`src/design/assert_macros.svh`:
```
// Assertion macros used by the predictor top-level RTL.
`ifndef ASSERT_MACROS_SVH
`define ASSERT_MACROS_SVH

// Same-cycle implication, disabled in reset.
`define CHK_IMPL(label, clk, rst_n, ante, cons, msg) \
  label: assert property (@(posedge clk) disable iff (!rst_n) (ante) |-> (cons)) \
    else $error(msg);

// Next-cycle implication, disabled in reset.
`define CHK_NEXT(label, clk, rst_n, ante, cons, msg) \
  label: assert property (@(posedge clk) disable iff (!rst_n) (ante) |=> (cons)) \
    else $error(msg);

`endif

```
`src/design/tbbp_pkg.sv`:
```
// Types, constants and helper functions of the two-bit branch predictor.
package tbbp_pkg;

  localparam int unsigned ADDR_W      = 64;
  localparam int unsigned CNT_W       = 32;
  localparam int unsigned DIGIT_W     = 8;
  localparam int unsigned QUEUE_DEPTH = 2;

  localparam logic [CNT_W-1:0] CNT_MAX   = '1;
  localparam logic [1:0]       CTR_MIN   = 2'd0;
  localparam logic [1:0]       CTR_MAX   = 2'd3;
  localparam logic [1:0]       CTR_TAKEN = 2'd2;

  typedef struct packed {
    logic [ADDR_W-1:0] branch_address;
    logic              was_taken;
  } in_word_t;

  typedef struct packed {
    logic             predicted_taken;
    logic             prediction_right;
    logic             index_collision;
    logic [CNT_W-1:0] right_total;
    logic [CNT_W-1:0] wrong_total;
    logic [CNT_W-1:0] collision_total;
  } out_word_t;

  typedef struct packed {
    logic full;
    logic empty;
  } queue_flags_t;

  typedef struct packed {
    logic clearing;
  } back_status_t;

  typedef enum logic [1:0] {
    F_IDLE,
    F_REDUCE,
    F_PUSH
  } front_state_e;

  typedef enum logic [1:0] {
    B_CLEAR,
    B_IDLE,
    B_UPDATE
  } back_state_e;

  function automatic logic [CNT_W-1:0] sat_inc(input logic [CNT_W-1:0] v);
    return (v == CNT_MAX) ? v : v + 1'b1;
  endfunction

  function automatic logic [1:0] ctr_step(input logic [1:0] c, input logic taken);
    logic [1:0] n;
    if (taken) begin
      n = (c == CTR_MAX) ? c : c + 1'b1;
    end else begin
      n = (c == CTR_MIN) ? c : c - 1'b1;
    end
    return n;
  endfunction

endpackage

```
`src/design/tbbp_queue.sv`:
```
// Small FIFO between the predictor front and back.
module tbbp_queue #(
  parameter int unsigned WIDTH = 75
) (
  input  logic                  clk_i,
  input  logic                  rst_ni,
  input  logic                  push_i,
  input  logic [WIDTH-1:0]      data_i,
  input  logic                  pop_i,
  output logic [WIDTH-1:0]      data_o,
  output tbbp_pkg::queue_flags_t flags_o
);
  import tbbp_pkg::*;

  localparam int unsigned PTR_W = $clog2(QUEUE_DEPTH);

  logic [WIDTH-1:0] mem_q [QUEUE_DEPTH];
  logic [PTR_W-1:0] wr_ptr_q, rd_ptr_q;
  logic [PTR_W:0]   count_q, count_d;

  always_comb begin
    count_d = count_q;
    if (push_i && !pop_i) begin
      count_d = count_q + 1'b1;
    end else if (pop_i && !push_i) begin
      count_d = count_q - 1'b1;
    end
  end

  always_ff @(posedge clk_i or negedge rst_ni) begin
    if (!rst_ni) begin
      wr_ptr_q <= '0;
      rd_ptr_q <= '0;
      count_q  <= '0;
    end else begin
      count_q <= count_d;
      if (push_i) begin
        wr_ptr_q <= wr_ptr_q + 1'b1;
      end
      if (pop_i) begin
        rd_ptr_q <= rd_ptr_q + 1'b1;
      end
    end
  end

  always_ff @(posedge clk_i) begin
    if (push_i) begin
      mem_q[wr_ptr_q] <= data_i;
    end
  end

  assign data_o        = mem_q[rd_ptr_q];
  assign flags_o.full  = (count_q == (PTR_W+1)'(QUEUE_DEPTH));
  assign flags_o.empty = (count_q == '0);

endmodule

```
`config.mk`:
```
export PLATFORM = sky130hd
export DESIGN_NAME = tbbp_queue
export DESIGN_NICKNAME = d
export VERILOG_FILES = /design/src/design/assert_macros.svh /design/src/design/tbbp_pkg.sv /design/src/design/tbbp_queue.sv
export SDC_FILE = /design/constraint.sdc
export NUM_CORES = 1
export LEC_CHECK = 0
export BUFFER_PORTS_ARGS = -buffer_cell sky130_fd_sc_hd__buf_2
export CAP_MARGIN = 40
export CORE_MARGIN = 1.5
export CORE_UTILIZATION = 50
export CTS_BUF_LIST = sky130_fd_sc_hd__clkbuf_4 sky130_fd_sc_hd__clkbuf_8
export DETAILED_ROUTE_END_ITERATION = 7
export PLACE_DENSITY = 0.77
export SLEW_MARGIN = 0
export SYNTH_ARGS = -nofsm -noshare
export SYNTH_HDL_FRONTEND = slang
export SYNTH_SLANG_ARGS = --single-unit
export TNS_END_PERCENT = 1
```
`constraint.sdc`:
```
create_clock -name clk_i -period 4.74 [get_ports clk_i]
set_input_delay 0.711 -clock clk_i [delete_from_list [all_inputs] [get_ports clk_i]]
set_output_delay 0.711 -clock clk_i [all_outputs]
set_load 0.05 [all_outputs]
```
After elaboration in Yosys (flattened, before gate mapping)
Memory sizes are Yosys's and may differ from the RTL's. Cells that the tools add are included.

Register bits: 4. Bits in writable memories: 150. Input bits: 79. Output and inout port bits: 77. Logic and storage cells: 19. Memories: 1.

Add/sub/neg operators: 4. Equality and inequality tests: 1. Multiplexer cells: 4. Reduce and logical (&&, ||, !) cells: 6.

Memory list: mem_q (words 2, bits a word 75, rd ports 1, clocked after memory_dff 0, write ports 1, line tbbp_queue.sv:17) `logic [WIDTH-1:0] mem_q [QUEUE_DEPTH];`.

Operators by type and width (number): 2-bit two-way mux (2); 1-bit adder (second input constant) (2); 2-bit by 1-bit adder with 2-bit output (second input constant) (1); 2-bit == test (second input constant) (1); 1-bit logical AND (2); 1-bit zero test (2); 2-bit zero test (1); 1-bit two-way mux (2); 2-bit nonzero test (1); 2-bit by 1-bit subtractor with 2-bit output (second input constant) (1).

Logic depth before layout (Yosys ltp)
Depth in word-level cells: 4. Mapped depth: 5. Depth with buffers taken out: 5.

Least setup slack after synthesis
Ideal clock, no wire load.

Path type: input port to flip-flop. Start: input push_i. End: memory mem_q[0][0] (enable). Setup time: 0.518 ns. Data arrival time: 3.995 ns. Required time: 4.222 ns. Setup slack: 0.227 ns. Stages on the path: 1. Path buffers: 0. Cells stage by stage: nor2b_1.

Word-level cells in the longest chain between the ends: 2.

Ends and longest elaborated chain: start: declaration (line tbbp_queue.sv:7) `input logic push_i,`; 1-bit two-way mux (line tbbp_queue.sv:47) `if (push_i) begin`; 1-bit two-way mux (not written as such) (line tbbp_queue.sv:48) `mem_q[wr_ptr_q] <= data_i;`; end: declaration (line tbbp_queue.sv:17).

No other way between the ends.

Worst setup path after layout
Start: register rd_ptr_q. End: output data_o[63].

Word-level cells in the longest chain between the ends: 1.

Ends and longest elaborated chain: start: declaration (line tbbp_queue.sv:18) `logic [PTR_W-1:0] wr_ptr_q, rd_ptr_q;`; start signal: assignment (line tbbp_queue.sv:41) `rd_ptr_q <= rd_ptr_q + 1'b1;`; memory read 2 x 75 bit; end: declaration (line tbbp_queue.sv:10) `output logic [WIDTH-1:0] data_o,`.

No other way between the ends.

==> metrics <==
via count=about 2800; largest fanout of any net on the critical path=25; worst-case clock buffer depth=2; maximum number of pins on one net before global-route repair=49; synthesized instance count=~250; drc violations=0; highest clock rate=about 360 MHz; number of warnings reported in the yosys synthesis log=0; layout cell share with drive strength beyond 1=roughly 61%; global-route congestion overflow total=0; Avg Synthesized Cell Area=23.1 sq um; type of the worst min-delay path=in -> async; overall routing resource usage=16.2%; Layout Area Growth over Synthesis=24.1%; global-route wire length before repair=roughly 14000 um; accumulated negative setup slack=0 ns; Reg-to-Reg Start=wr_ptr_q$_DFFE_PN0P_; core region area=around 11000 sq um; via/cell ratio=4.92; Reg2Reg Depth=2; peak per-stage delay on the critical path=approximately 0.73 ns; Final period util=between 50% and 60%; per-cell routed wire length=16.4 um; cell with the biggest individual delay on the critical path=sky130_fd_sc_hd__dfrtp_4; slew at the pin closest to its max-slew limit=~0.50 ns; cell types occupying the most area after synthesis=sky130_fd_sc_hd__edfxtp_1 78%, sky130_fd_sc_hd__mux2_4 10%, sky130_fd_sc_hd__mux2_2 6.9%; Clock Skews=roughly 0.01 ns; number of DRC violations after detailed-routing iteration 0=115; sequential cell area fraction in the yosys report=roughly four fifths; DP Wirelength=approximately 6200 um; Rel. slew slack=66.6%; # setup viols final=0; worst flop-to-flop path endpoint=mem_q[1][35]$_DFFE_PP_; slack of the worst reg-to-reg path=about 3.2 ns; distinct cell type count after synthesis=14; worst-case hold slack=0.0845 ns; number of cell rows=38; Final Hold Vio Count=0; IO Count=between 150 and 200; clock slew at reported path FFs=~0.07 ns; Final Max Slew Viols=0; via count of the first global-routing pass=2886; x dimension of the die=between 100 and 150 um; startpoint type of the worst setup path=flip-flop; number of flip-flops and latches in the synthesized netlist=about 150; IO Port Bufs=155; n_diodes=0; summed instance area of the synthesized netlist=5750 sq um; final WL=approximately 9400 um; initial antenna violation count=0; fraction of synthesized cell area taken by the top area cell type=about four fifths; number of clock buffers inserted by TritonCTS=17; worst supply voltage drop on vdd=0.422 mV; clock tree from TritonCTS=done; status=finished clean; total power per unit cell area=approximately 700 nW/um^2; total area of multi-input combinational cells=1090 sq um; final critical path time including I/O delays and setup=about 2.8 ns; GP Congestion=0.686; deepest level of the CTS H-tree=4; required time of the worst setup path=4.03 ns; dominant cell type by area after synthesis=sky130_fd_sc_hd__edfxtp_1; number of nets in the synthesized netlist=approximately 330; effective utilization at floorplan=between 50% and 60%; master cell of the clock root buffer=sky130_fd_sc_hd__clkbuf_8; Register Area=about 4600 sq um; net count of the finished layout=500; element type at the critical path end=output pin; chip height=about 110 um; Leakage=2.83 nW; cells along the critical path=buf_4, mux2_2, buf_2; CTS Hold Buffers Added=0; DRT antenna net count=0; WS Path Type=reg -> out; area enclosed by the die boundary=~12000 sq um; unrepaired setup endpoints after global routing=false; clock sink total=around 150; clock latency at the later pin of the worst-skew pair=0.43 ns; post-cts gate resize count=0; Max-Cap Viols=0; Pre-Repair DR Iteration Count=4; arrival time at the worst endpoint=between 2 and 2.5 ns; final-layout fill cell count=between 700 and 800; setup bufs post-CTS=0
cells in the mapped netlist, drive strengths merged:
cell	number
nor2b	2
nor2	2
mux2	75
inv	1
xor2	4
buf	8
edfxtp	150
and2	1
xnor2	1
ha	1
dfrtp	4
area by class of cell:
cell class	count	area share (%)
clock buffers	18	3.38
clock inverters	11	2.17
flip-flops and latches	154	64.5
repair buffers	160	12.2
well taps	140	2.45
inverters	1	0.0526
multi-input cells	86	15.2
worst max-delay path by stage:
stage	start	to	slack [ns]
floorplan	push_i	mem_q[0][0]$_DFFE_PP_	0.23
global placement	rd_ptr_q$_DFFE_PN0P_	data_o[64]	1.94
detailed placement	rd_ptr_q$_DFFE_PN0P_	data_o[59]	2.34
CTS	rd_ptr_q$_DFFE_PN0P_	data_o[63]	1.86
global route	rd_ptr_q$_DFFE_PN0P_	data_o[65]	1.79
finish	rd_ptr_q$_DFFE_PN0P_	data_o[63]	1.93
cells by family (layout without fill, tap and decap cells):
kind of cell	Yosys count	after routing	share of synthesized area, %
xor gates and xnor gates	5	5	0.761
adders and majority gates	1	1	0.217
buffers and inverters	9	190	1.24
DFF	154	154	80.0
muxes	75	75	17.3
and+or+nand+nor	5	5	0.457
worst max-delay path: cells and delay by family, from the launching register on:
kind                   cells  cell delay (ns)
DFF                        1             0.73
buffers and inverters      2             0.57
muxes                      1             0.36
sequential cells by signal (all words and copies together) (netlist names):
signal,flops
wr_ptr_q,1
mem_q,150
count_q,2
rd_ptr_q,1
per-layer routing:
layer  share of wire, %  global-route usage [%]  up-vias
met5                  0                       0        -
met3                9.6                    7.70        8
li1                   -                       -     1320
met2                 48                    25.4      121
met4               0.80                    5.22        0
met1                 41                    19.9     1357
stage by stage:
stage | setup slack, ns | power, mW | utilization (%) | instance area [sq um] | std cells
5_1_grt | 1.79 | 5.23 | 64.7 | 7140 | 570
2_1_floorplan | 0.227 | 3.67 | - | 5750 | 249
3_3_place_gp | 1.94 | 4.01 | 60.5 | 6680 | 538
4_1_cts | 1.86 | 5.07 | 64.7 | 7140 | 570
6_report | 1.93 | 5.02 | 64.7 | 7140 | 570
3_5_place_dp | 2.34 | 4.08 | 61.2 | 6750 | 541
power by group:
group | switching (mW) | internal (mW)
clock network | 0.433 | 0.563
logic | 1.44 | 0.656
registers | 0.125 | 1.81
cell usage in the layout, fill, tap and decap left out:
| cell type | count |
|---|---|
| sky130_fd_sc_hd__and2_4 | 1 |
| sky130_fd_sc_hd__buf_12 | 3 |
| sky130_fd_sc_hd__buf_16 | 1 |
| sky130_fd_sc_hd__buf_2 | 155 |
| sky130_fd_sc_hd__buf_4 | 1 |
| sky130_fd_sc_hd__bufinv_16 | 4 |
| sky130_fd_sc_hd__clkbuf_4 | 1 |
| sky130_fd_sc_hd__clkbuf_8 | 17 |
| sky130_fd_sc_hd__clkinv_1 | 3 |
| sky130_fd_sc_hd__clkinv_2 | 3 |
| sky130_fd_sc_hd__clkinv_4 | 1 |
| sky130_fd_sc_hd__dfrtp_1 | 3 |
| sky130_fd_sc_hd__dfrtp_4 | 1 |
| sky130_fd_sc_hd__edfxtp_1 | 150 |
| sky130_fd_sc_hd__ha_1 | 1 |
| sky130_fd_sc_hd__inv_1 | 1 |
| sky130_fd_sc_hd__mux2_2 | 35 |
| sky130_fd_sc_hd__mux2_4 | 40 |
| sky130_fd_sc_hd__nor2_1 | 2 |
| sky130_fd_sc_hd__nor2b_1 | 1 |
| sky130_fd_sc_hd__nor2b_4 | 1 |
| sky130_fd_sc_hd__xnor2_1 | 1 |
| sky130_fd_sc_hd__xor2_1 | 4 |
Note: power is estimated with default switching activity, not from simulation.
