===== src/design/assert_macros.svh =====
// Assertion macros used by the predictor top-level RTL.
`ifndef ASSERT_MACROS_SVH
`define ASSERT_MACROS_SVH

// Same-cycle implication, disabled in reset.
`define CHK_IMPL(label, clk, rst_n, ante, cons, msg) \
  label: assert property (@(posedge clk) disable iff (!rst_n) (ante) |-> (cons)) \
    else $error(msg);

// Next-cycle implication, disabled in reset.
`define CHK_NEXT(label, clk, rst_n, ante, cons, msg) \
  label: assert property (@(posedge clk) disable iff (!rst_n) (ante) |=> (cons)) \
    else $error(msg);

`endif


===== src/design/tbbp_pkg.sv =====
// Types, constants and helper functions of the two-bit branch predictor.
package tbbp_pkg;

  localparam int unsigned ADDR_W      = 64;
  localparam int unsigned CNT_W       = 32;
  localparam int unsigned DIGIT_W     = 8;
  localparam int unsigned QUEUE_DEPTH = 2;

  localparam logic [CNT_W-1:0] CNT_MAX   = '1;
  localparam logic [1:0]       CTR_MIN   = 2'd0;
  localparam logic [1:0]       CTR_MAX   = 2'd3;
  localparam logic [1:0]       CTR_TAKEN = 2'd2;

  typedef struct packed {
    logic [ADDR_W-1:0] branch_address;
    logic              was_taken;
  } in_word_t;

  typedef struct packed {
    logic             predicted_taken;
    logic             prediction_right;
    logic             index_collision;
    logic [CNT_W-1:0] right_total;
    logic [CNT_W-1:0] wrong_total;
    logic [CNT_W-1:0] collision_total;
  } out_word_t;

  typedef struct packed {
    logic full;
    logic empty;
  } queue_flags_t;

  typedef struct packed {
    logic clearing;
  } back_status_t;

  typedef enum logic [1:0] {
    F_IDLE,
    F_REDUCE,
    F_PUSH
  } front_state_e;

  typedef enum logic [1:0] {
    B_CLEAR,
    B_IDLE,
    B_UPDATE
  } back_state_e;

  function automatic logic [CNT_W-1:0] sat_inc(input logic [CNT_W-1:0] v);
    return (v == CNT_MAX) ? v : v + 1'b1;
  endfunction

  function automatic logic [1:0] ctr_step(input logic [1:0] c, input logic taken);
    logic [1:0] n;
    if (taken) begin
      n = (c == CTR_MAX) ? c : c + 1'b1;
    end else begin
      n = (c == CTR_MIN) ? c : c - 1'b1;
    end
    return n;
  endfunction

endpackage


===== src/design/tbbp_front.sv =====
// Predictor front: takes branch words, reduces the address to a table index.
module tbbp_front #(
  parameter int unsigned TABLE_ENTRIES = 1024,
  parameter int unsigned ADDRESS_BITS  = 64
) (
  input  logic                                       clk_i,
  input  logic                                       rst_ni,
  input  logic                                       in_valid_i,
  output logic                                       in_stall_o,
  input  tbbp_pkg::in_word_t                         in_word_i,
  input  tbbp_pkg::back_status_t                     back_i,
  input  tbbp_pkg::queue_flags_t                     q_flags_i,
  output logic                                       q_push_o,
  output logic [ADDRESS_BITS+$clog2(TABLE_ENTRIES):0] q_data_o
);
  import tbbp_pkg::*;

  localparam int unsigned IDX_W = $clog2(TABLE_ENTRIES);
  localparam int unsigned RW    = IDX_W + 1;
  localparam bit          POW2  = (TABLE_ENTRIES & (TABLE_ENTRIES - 1)) == 0;
  localparam int unsigned NSTEP = (ADDRESS_BITS + DIGIT_W - 1) / DIGIT_W;
  localparam int unsigned PAD_W = NSTEP * DIGIT_W;
  localparam int unsigned SW    = $clog2(NSTEP);

  front_state_e state_q, state_d;

  logic [ADDRESS_BITS-1:0] in_addr;
  logic [ADDRESS_BITS-1:0] addr_q;
  logic                    taken_q;
  logic [IDX_W-1:0]        rem_q, rem_nx;
  logic [PAD_W-1:0]        shift_q;
  logic [SW-1:0]           step_q;
  logic                    accept, step;
  logic [RW-1:0]           r;
  logic [DIGIT_W-1:0]      digit;

  assign in_addr = in_word_i.branch_address[ADDRESS_BITS-1:0];

  // one address digit per cycle, restoring remainder
  always_comb begin
    r     = {1'b0, rem_q};
    digit = shift_q[PAD_W-1 -: DIGIT_W];
    for (int b = 0; b < DIGIT_W; b++) begin
      r = {r[IDX_W-1:0], digit[DIGIT_W-1-b]};
      if (r >= RW'(TABLE_ENTRIES)) begin
        r = r - RW'(TABLE_ENTRIES);
      end
    end
    rem_nx = r[IDX_W-1:0];
  end

  always_comb begin
    state_d    = state_q;
    in_stall_o = 1'b1;
    q_push_o   = 1'b0;
    step       = 1'b0;
    unique case (state_q)
      F_IDLE: begin
        in_stall_o = back_i.clearing;
      end
      F_REDUCE: begin
        step = 1'b1;
        if (step_q == '0) begin
          state_d = F_PUSH;
        end
      end
      F_PUSH: begin
        in_stall_o = back_i.clearing || q_flags_i.full;
        q_push_o   = !q_flags_i.full;
        if (q_push_o) begin
          state_d = F_IDLE;
        end
      end
      default: begin
        state_d = F_IDLE;
      end
    endcase
    accept = in_valid_i && !in_stall_o;
    if (accept) begin
      state_d = POW2 ? F_PUSH : F_REDUCE;
    end
  end

  always_ff @(posedge clk_i or negedge rst_ni) begin
    if (!rst_ni) begin
      state_q <= F_IDLE;
    end else begin
      state_q <= state_d;
    end
  end

  always_ff @(posedge clk_i) begin
    if (accept) begin
      addr_q  <= in_addr;
      taken_q <= in_word_i.was_taken;
      rem_q   <= POW2 ? in_addr[IDX_W-1:0] : '0;
      shift_q <= PAD_W'(in_addr);
      step_q  <= SW'(NSTEP - 1);
    end else if (step) begin
      rem_q   <= rem_nx;
      shift_q <= shift_q << DIGIT_W;
      step_q  <= step_q - 1'b1;
    end
  end

  assign q_data_o = {addr_q, rem_q, taken_q};

endmodule


===== config.mk =====
export PLATFORM = sky130hd
export DESIGN_NAME = tbbp_front
export DESIGN_NICKNAME = d
export VERILOG_FILES = /design/src/design/assert_macros.svh /design/src/design/tbbp_pkg.sv /design/src/design/tbbp_front.sv
export SDC_FILE = /design/constraint.sdc
export NUM_CORES = 1
export LEC_CHECK = 0
export CELL_PAD_IN_SITES_DETAIL_PLACEMENT = 1
export CELL_PAD_IN_SITES_GLOBAL_PLACEMENT = 1
export CORE_ASPECT_RATIO = 1.75
export CORE_UTILIZATION = 30
export CTS_CLUSTER_SIZE = 24
export DETAILED_ROUTE_END_ITERATION = 16
export DONT_BUFFER_PORTS = 1
export PLACE_DENSITY = 0.6
export SLEW_MARGIN = 15
export SYNTH_ARGS = -nofsm -noshare
export SYNTH_HDL_FRONTEND = slang
export SYNTH_SLANG_ARGS = --single-unit

===== constraint.sdc =====
create_clock -name clk_i -period 11.5 [get_ports clk_i]
set_clock_uncertainty 0.15 [all_clocks]
set_input_delay 0 -clock clk_i [delete_from_list [all_inputs] [get_ports clk_i]]
set_output_delay 0 -clock clk_i [all_outputs]
set_load 0.01 [all_outputs]

* Word level (Yosys, flattened, before mapping)
Cells that the tools add are included.
W data, S select, Z words.
** Cells by class
- Reductions and logical operators :: 8
- Multiplexer cells :: 19
- Add/sub/neg operators :: 9
- Equality and inequality tests :: 5
- $lt $le $gt $ge :: 8
** Operator list (count)
- $mux W64 :: 2
- $mux W10 :: 10
- $ge A11 B11 Y1 const B :: 8
- $sub A10 B1 Y10 const B :: 8
- $mux W2 :: 3
- $ne A3 B3 Y1 const B :: 2
- $pmux W2 S3 :: 1
- $logic_not A3 Y1 :: 1
- $reduce_and A3 Y1 :: 1
- $sub A3 B1 Y3 const B :: 1
- $eq A2 B1 Y1 const B :: 1
- $eq A2 B2 Y1 const B :: 1
- $logic_not A1 Y1 :: 2
- $logic_not A2 Y1 :: 1
- $mux W1 :: 2
- $ne A2 B2 Y1 const B :: 1
- $pmux W1 S2 :: 1
- $reduce_bool A2 Y1 :: 1
- $logic_and A1 B1 Y1 :: 1
- $logic_or A1 B1 Y1 :: 1
** Storage, ports and cells
- Output and inout port bits :: 77
- Bits of input ports :: 71
- Flip-flop bits (word level) :: 144
- Logic and storage cells :: 55

* Longest topological paths before layout
Gate-level depths: netlist (run 1).
- Depth after elaboration :: 18
- Mapped depth :: 5
- Gate-level depth less buffers :: 3

* Worst setup path before layout (run 1)
Ideal clock, no wire load.
- Path type :: flip-flop to flip-flop
- Start :: register state_q[1]
- End :: register addr_q[0] (enable)
- Period minus slack after synthesis :: 4.316 ns
- Path buffers :: 2
- Required time :: 10.858 ns
- Stages on the path, launching flop included :: 6
- Data arrival time :: 3.674 ns
- Setup time :: 0.492 ns
- Slack :: 7.184 ns
- Cells stage by stage :: dfrtp_1 a21oi_4 nand2_2 buf_6 buf_6 inv_1
** On the way
- Cells in the longest elaborated chain, start to end :: 4
- Elaborated cells between the ends (all ways) :: 5
- Classes of those cells :: eq/ne: 1; mux: 1; reduce/logical: 3
** Ends and longest elaborated chain
- start, declared :: RTL line tbbp_front.sv:25 : front_state_e state_q, state_d;
- start signal, assigned :: RTL line tbbp_front.sv:88 : state_q <= state_d;
- $eq A2 B2 Y1 / $logic_not A2 Y1 (equally long branches) :: RTL line tbbp_front.sv:57 : unique case (state_q)
- $pmux W1 S2 * :: RTL line tbbp_front.sv:57
- $logic_not A1 Y1 * :: RTL line tbbp_front.sv:78 : accept = in_valid_i && !in_stall_o;
- $logic_and A1 B1 Y1 * :: RTL line tbbp_front.sv:78
- via accept :: RTL line tbbp_front.sv:33 : logic accept, step;
- end signal, assigned :: RTL line tbbp_front.sv:94 : addr_q <= in_addr;
- end, declared :: RTL line tbbp_front.sv:28 : logic [ADDRESS_BITS-1:0] addr_q;
The timed path passes the listed nets; every way through them passes the cells marked *.
A chain may end at the register's enable or synchronous reset.

* Final worst setup path (run 1)
- Start :: register state_q[1]
- End :: register addr_q[26] (enable)
Same word-level chain as after synthesis.

==> metrics.md, run 1 <==
| Metric | Value |
|---|---|
| Synthesized cell area | `around 5200 sq um` |
| Full die area | `between 15,000 and 20,000 sq um` |
| DRC Markers | `0` |
| DRT iter0 DRCs | `~140` |
| First-pass detailed-route iteration total | `4` |
| Pint | `0.9284 mW` |
| Clk sinks | `140` |
| R2R depth | `4` |
| Area delta synth->final | `29.12%` |
| Critical-path cell list | `a21oi_4 -> nand2_4 -> inv_6 -> buf_4` |
| Max-cap violation count | `0` |
| Total power | `between 1 and 1.5 mW` |
| Hold Fails Final Rpt | `0` |
| Fin. max-slew vios | `0` |
| Status | `completed` |
| Total Wirelength | `10,770 um` |
| Critical Path Start Type | `register` |
| Die height | `175.7 um` |
| Vias | `2,401` |
| Sequential Power Share | `50.6%` |
| Hold Path Origin | `in_valid_i` |
| Reg2Reg Launch Point | `state_q[1]` |
| Post-placement setup slack | `between 8000 and 9000 ps` |
| GP Congestion | `0.6719` |
| Reg2reg end | `addr_q[26]` |
| Core Region | `16,870 sq um` |
| Post-route insts no fill | `555` |
| Total global-route track usage | `12.85%` |
| Leakage | `2.375 nW` |
| DRT antenna net count | `0` |
| Clk pin slew, worst setup/hold paths | `around 60 ps` |
| Avg Cell Area, Syn | `approximately 22 sq um` |
| Skew-Pair Late Insertion Delay | `420 ps` |
| Hold path depth | `2` |
| WP data required | `~11,000 ps` |
| Setup TNS | `0 ps` |
| Mapped Cells | `232` |
| Most frequent cells in the layout | `edfxtp_1, dlygate4sd3_1, mux2_2` |
| Sw Share | `approximately 22%` |
| Nets | `385` |
| Worst vdd ir | `0.00009228 V` |
| Largest net degree at the start of global routing | `84` |
| Detailed Place HPWL | `6438 um` |
| First-pass GRT wire length | `15,850 um` |
| Wire length per cell | `a little under 20 um` |
| HP Class | `input port to register` |
| Clk buf depth | `2` |
| Power Density | `179.0 nW/um^2` |
| TritonCTS clock tree | `done` |
| Final min period | `3094 ps` |
| CTS Buf Count | `17` |
| Layout cells sized above 1 | `28.75%` |
| Final period util | `26.90%` |
| Critical Path AT | `2980 ps` |
| Final worst slack | `between 8000 and 9000 ps` |
| Initial antenna violation count | `2` |
| Crit path max fanout | `between 80 and 90` |
| H-tree Lvls | `4` |
| Final setup fails | `0` |
| Clock Tree Root | `clkbuf_16` |
| Remaining Overflow, GRT | `0` |
| Slowest stage delay, CP | `a little under 900 ps` |
| Initial core utilization | `30.67%` |
| Power share of the clock group | `43.6%` |
| Die width | `101.3 um` |
| Register bit total from synthesis | `140` |
| RSZ-0062 raised after global routing | `false` |
| Sequential cell area fraction in the yosys report | `between 80 and 90%` |
| Fmax | `0.3232 GHz` |
| Setup CP Type | `register to register` |
| IO buf count | `0` |
| Via-per-instance ratio | `4.326` |
| FP Rows | `between 60 and 70` |
| Core Util, Final | `39.60%` |
| Yosys Warn Count | `0` |
| Syn Nets | `303` |
| Fillers | `between 1,500 and 2,000` |
| Hold Path End | `rem_q[3]` |
| Net Switching | `0.2671 mW` |
| Combinational fraction of design power | `5.8%` |
| Vias in the first global route | `approximately 2,700` |
| Placed cell count | `451` |
| Slowest cell on the critical path | `buf_4` |
| Critical Path End Type | `register` |
| Max transition margin | `around 29%` |
| Worst-margin pin slew | `1062 ps` |
| Post-synthesis cell type count | `15` |
| Reg2Reg Setup Slack | `approximately 8400 ps` |
| Commonest non-fill, non-tap cell in the layout | `edfxtp_1` |
| IO Pins | `about 150` |
## worst max-delay path, delay by kind of cell, from the launching register on
| kind | cells | cell delay [ps] |
|---|---|---|
| flops | 1 | 430 |
| simple gates | 1 | 320 |
| compound gates | 1 | 360 |
| buf+inv | 2 | 1370 |
## kinds of logic after synthesis
kind of cell | share of synthesized area [%]
flip-flops | 81.16
AO/OA/AOI/OAI | 1.475
multiplexers | 14.15
AND/OR/NAND/NOR | 1.476
buffers and inverters | 1.741
## what timing repair did
item,in CTS,in global routing
setup buffers,0,0
resized for setup,0,0
setup endpoints to repair,0,0
hold endpoints to repair,142,0
hold buffers,71,0
## Yosys cell counts (all sizes together)
| master | count | area share [%] |
|---|---|---|
| edfxtp | 139 | 81 |
| mux2 | 58 | 14 |
| buf | 10 | 1.6 |
| a21o | 8 | 1.2 |
| and3 | 8 | 0.97 |
| nand2 | 3 | 0.27 |
| inv | 2 | 0.15 |
| a21oi | 1 | 0.31 |
| dfrtp | 1 | 0.48 |
| nand2b | 1 | 0.12 |
| nor2b | 1 | 0.12 |
## layer usage
| layer | wire, um | vias to the layer above | GRT usage (%) |
|---|---|---|---|
| met4 | 215 | 2 | 7.367 |
| met1 | 4164 | 1208 | 13.68 |
| met5 | 13 | - | 0 |
| met3 | 463 | 14 | 4.218 |
| met2 | 5917 | 92 | 21.91 |
| li1 | - | 1085 | - |
## through the flow
stage | hold slack [ps] | cell area, sq um
floorplan | -445.6 | 5174
finish | 29.57 | 6680
CTS | 29.14 | 6678
global route | 53.51 | 6678
global placement | -445.6 | 5400
detailed placement | -445.5 | 5400
## worst max-delay path by stage
stage / start / to / slack (ps) / depth (start not counted)
floorplan: state_q[1] / addr_q[0] / 7180 / 5
global placement: state_q[1] / addr_q[20] / 8450 / 4
finish: state_q[1] / addr_q[26] / 8410 / 4
detailed placement: state_q[1] / addr_q[20] / 8320 / 4
CTS: state_q[1] / addr_q[18] / 8310 / 4
global route: state_q[1] / addr_q[18] / 8150 / 4
## power groups by stage
| stage | Combinational (mW) | Clock [mW] | Sequential, mW |
|---|---|---|---|
| after floorplan | 0.0382 | 0 | 0.614 |
| after global placement | 0.0437 | 0 | 0.615 |
| after detailed placement | 0.0451 | 0 | 0.616 |
| after CTS | 0.0710 | 0.538 | 0.605 |
| after global routing | 0.0754 | 0.551 | 0.607 |
| final | 0.0692 | 0.521 | 0.605 |
## layout make-up
class	count	area (sq um)	area share (%)
Antenna cell	1	2.502	0.03746
Clock buffer	17	425.4	6.368
Clock inverter	15	141.4	2.117
Inverter	2	12.51	0.1873
Multi-Input combinational cell	80	889.6	13.32
Sequential cell	140	4199	62.86
Tap cell	227	284.0	4.252
Timing Repair Buffer	73	725.7	10.86
## flip-flops by register name, indices dropped and copies added, names as in the netlist
register,count
addr_q,64
shift_q,64
rem_q,10
state_q,1
taken_q,1
No activity file was read; power rests on OpenSTA's default activity.
==> run 2: changes to the inputs <==
--- a/config.mk
+++ b/config.mk
@@ -12,7 +12,7 @@
 export CTS_CLUSTER_SIZE = 24
 export DETAILED_ROUTE_END_ITERATION = 16
 export DONT_BUFFER_PORTS = 1
-export PLACE_DENSITY = 0.6
+export PLACE_DENSITY = 0.62
 export SLEW_MARGIN = 15
 export SYNTH_ARGS = -nofsm -noshare
 export SYNTH_HDL_FRONTEND = slang
==> constraint.sdc (replaced) <==
create_clock -name clk_i -period 2.7 [get_ports clk_i]
set_clock_uncertainty 0.15 [all_clocks]
set_input_delay 0 -clock clk_i [delete_from_list [all_inputs] [get_ports clk_i]]
set_output_delay 0 -clock clk_i [all_outputs]
set_load 0.01 [all_outputs]
==> metrics.md, run 2 (synthesis results as in run 1) <==
| Metric | Value |
|---|---|
| Status | `completed` |
| TritonCTS clock tree | `done` |
| Max-cap violation count | `0 (unchanged)` |
| Final setup fails | `0 (unchanged)` |
| Initial antenna violation count | `2 (unchanged)` |
| Post-Route M1 WL | `4061 um (-2.5%)` |
| Via-per-instance ratio | `4.379 (+1.2%)` |
| Most frequent cells in the layout | `edfxtp_1, dlygate4sd3_1, mux2_2` |
| Post-CTS Resized | `0 (unchanged)` |
| Biggest registers after layout | `addr_q x64, shift_q x64, rem_q x10` |
| Total global-route track usage | `13.30% (+0.45 points)` |
| IO Pins | `148 (unchanged)` |
| Nets | `387 (+0.52%)` |
| Fmax | `0.4809 GHz (+49%)` |
| Clk buf depth | `2 (unchanged)` |
| Detailed Place HPWL | `6699 um (+4.0%)` |
| Top routing layer in use | `met5` |
| Die width | `101.3 um (unchanged)` |
| Largest net degree at the start of global routing | `67 (-20%)` |
| Vias in the first global route | `2,683 (+0.22%)` |
| Power Density | `787.4 nW/um^2 (+340%)` |
| Full die area | `17,800 sq um (unchanged)` |
| Clk sinks | `140 (unchanged)` |
| Hold Fails Final Rpt | `0 (unchanged)` |
| First-pass GRT wire length | `16,290 um (+2.8%)` |
| Worst vdd ir | `0.0003964 V (+330%)` |
| Final period util | `77.02% (+50 points)` |
| DRT iter0 DRCs | `75 (-45%)` |
| DRC Markers | `0 (unchanged)` |
| Met2 wire len | `6103 um (+3.1%)` |
| Final min period | `2079 ps (-1014 ps)` |
| Setup bufs post-CTS | `0 (unchanged)` |
| Crit path max fanout | `54 (-35%)` |
| CTS Buf Count | `17 (unchanged)` |
| Setup CP Type | `register to register` |
| RSZ-0062 raised after global routing | `false` |
| Skew-Pair Late Insertion Delay | `420 ps (about the same)` |
| Final hold slack | `52.39 ps (+22.82 ps)` |
| Vias | `2,439 (+1.6%)` |
| H-tree Lvls | `4 (unchanged)` |
| Wire length per cell | `19.88 um (+2.4%)` |
| Fin. max-slew vios | `0 (unchanged)` |
| Leakage | `2.426 nW (+2.2%)` |
| IO buf count | `0 (unchanged)` |
| DRT antenna net count | `0 (unchanged)` |
| Critical Path AT | `2020 ps (-960 ps)` |
| HP Class | `input port to register` |
| Core Region | `16,870 sq um (unchanged)` |
| Hold_buf cts | `71 (unchanged)` |
| Fillers | `1,635 (-1.3%)` |
| WP data required | `2640 ps (-8750 ps)` |
| GP Congestion | `0.6902 (+2.7%)` |
| Remaining Overflow, GRT | `0 (unchanged)` |
| Critical Path End Type | `register` |
| Worst-margin pin slew | `489.8 ps (-571.8 ps)` |
| Area delta synth->final | `31.44%` |
| First-pass detailed-route iteration total | `4 (unchanged)` |
| Core Util, Final | `40.31% (+0.71 points)` |
| Die height | `175.7 um (unchanged)` |
| Layout cells sized above 1 | `28.88% (+0.13 points)` |
| FP Rows | `63 (unchanged)` |
| Met3 Wirelength | `533 um (+15%)` |
| Critical Path Start Type | `register` |
| Commonest non-fill, non-tap cell in the layout | `edfxtp_1` |
| Initial core utilization | `30.67% (unchanged)` |
| Total Wirelength | `11,070 um (+2.8%)` |
| Clock Tree Root | `clkbuf_16` |
| Clk pin slew, worst setup/hold paths | `60 ps (about the same)` |
| Max transition margin | `67.28% (+38 points)` |
[run 2: cell types whose count changed in the layout (fill, tap and decap cells not counted)]
cell / previous run / this run
clkinv_4: 7 / 4
inv_6: 4 / 2
clkinv_2: 1 / 2
buf_12: 0 / 4
buf_4: 2 / 0
clkbuf_1: 0 / 1
bufinv_16: 1 / 4
[run 2: routing by layer]
metal / GRT usage, % / vias to the layer above
met4: 8.756 / 2
met5: 0 / -
li1: - / 1090
met1: 13.99 / 1234
met3: 4.059 / 25
met2: 22.53 / 88
[run 2: worst paths after layout]
| kind | start | to | slack (ps) | cells after the start |
|---|---|---|---|---|
| worst min register to register | shift_q[62] | rem_q[6] | 370 | 1 |
| worst min-delay path | in_valid_i | shift_q[54] | 50 | 3 |
| min in group asynchronous | rst_ni | state_q[1] | 250 | 2 |
| max in group asynchronous | rst_ni | state_q[1] | 2040 | 2 |
| worst max register to register | state_q[1] | addr_q[61] | 620 | 4 |
| worst max-delay path | state_q[1] | addr_q[61] | 620 | 4 |
[run 2: worst max-delay path, stage by stage, from the launching register on]
cell and delay [ps]:
dfrtp_1 430, a21oi_4 320, nand2_4 110, clkinvlp_4 370
buf_12 340
[run 2: power breakdown]
group / switching [mW] / leakage, nW / total [mW] / internal [mW]
Combinational: 0.138 / 0.812 / 0.307 / 0.169
Sequential: 0.0614 / 1.31 / 2.58 / 2.52
Clock: 0.919 / 0.302 / 2.47 / 1.55
[run 2: layout make-up]
type / count / area (sq um) / share of cell area (%)
sequential: 140 / 4199 / 61.75
timing repair buffer: 75 / 790.8 / 11.63
clock buffer: 18 / 429.2 / 6.311
clock inverter: 14 / 193.9 / 2.852
inverter: 2 / 11.26 / 0.1656
tap: 227 / 284.0 / 4.177
multi-input combinational: 80 / 889.6 / 13.08
antenna: 1 / 2.502 / 0.03680
[run 2: stage by stage]
stage | cells | total power [mW] | TNS (ps) | cell area (sq um) | setup WS (ps)
floorplan | 232 | 2.775 | -99170 | 5177 | -713.4
global placement | 453 | 2.817 | 0 | 5464 | 663.2
detailed placement | 453 | 2.827 | 0 | 5464 | 625.4
CTS | 556 | 5.426 | 0 | 6798 | 620.4
global route | 556 | 5.523 | 0 | 6798 | 511.4
finish | 557 | 5.355 | 0 | 6800 | 620.6
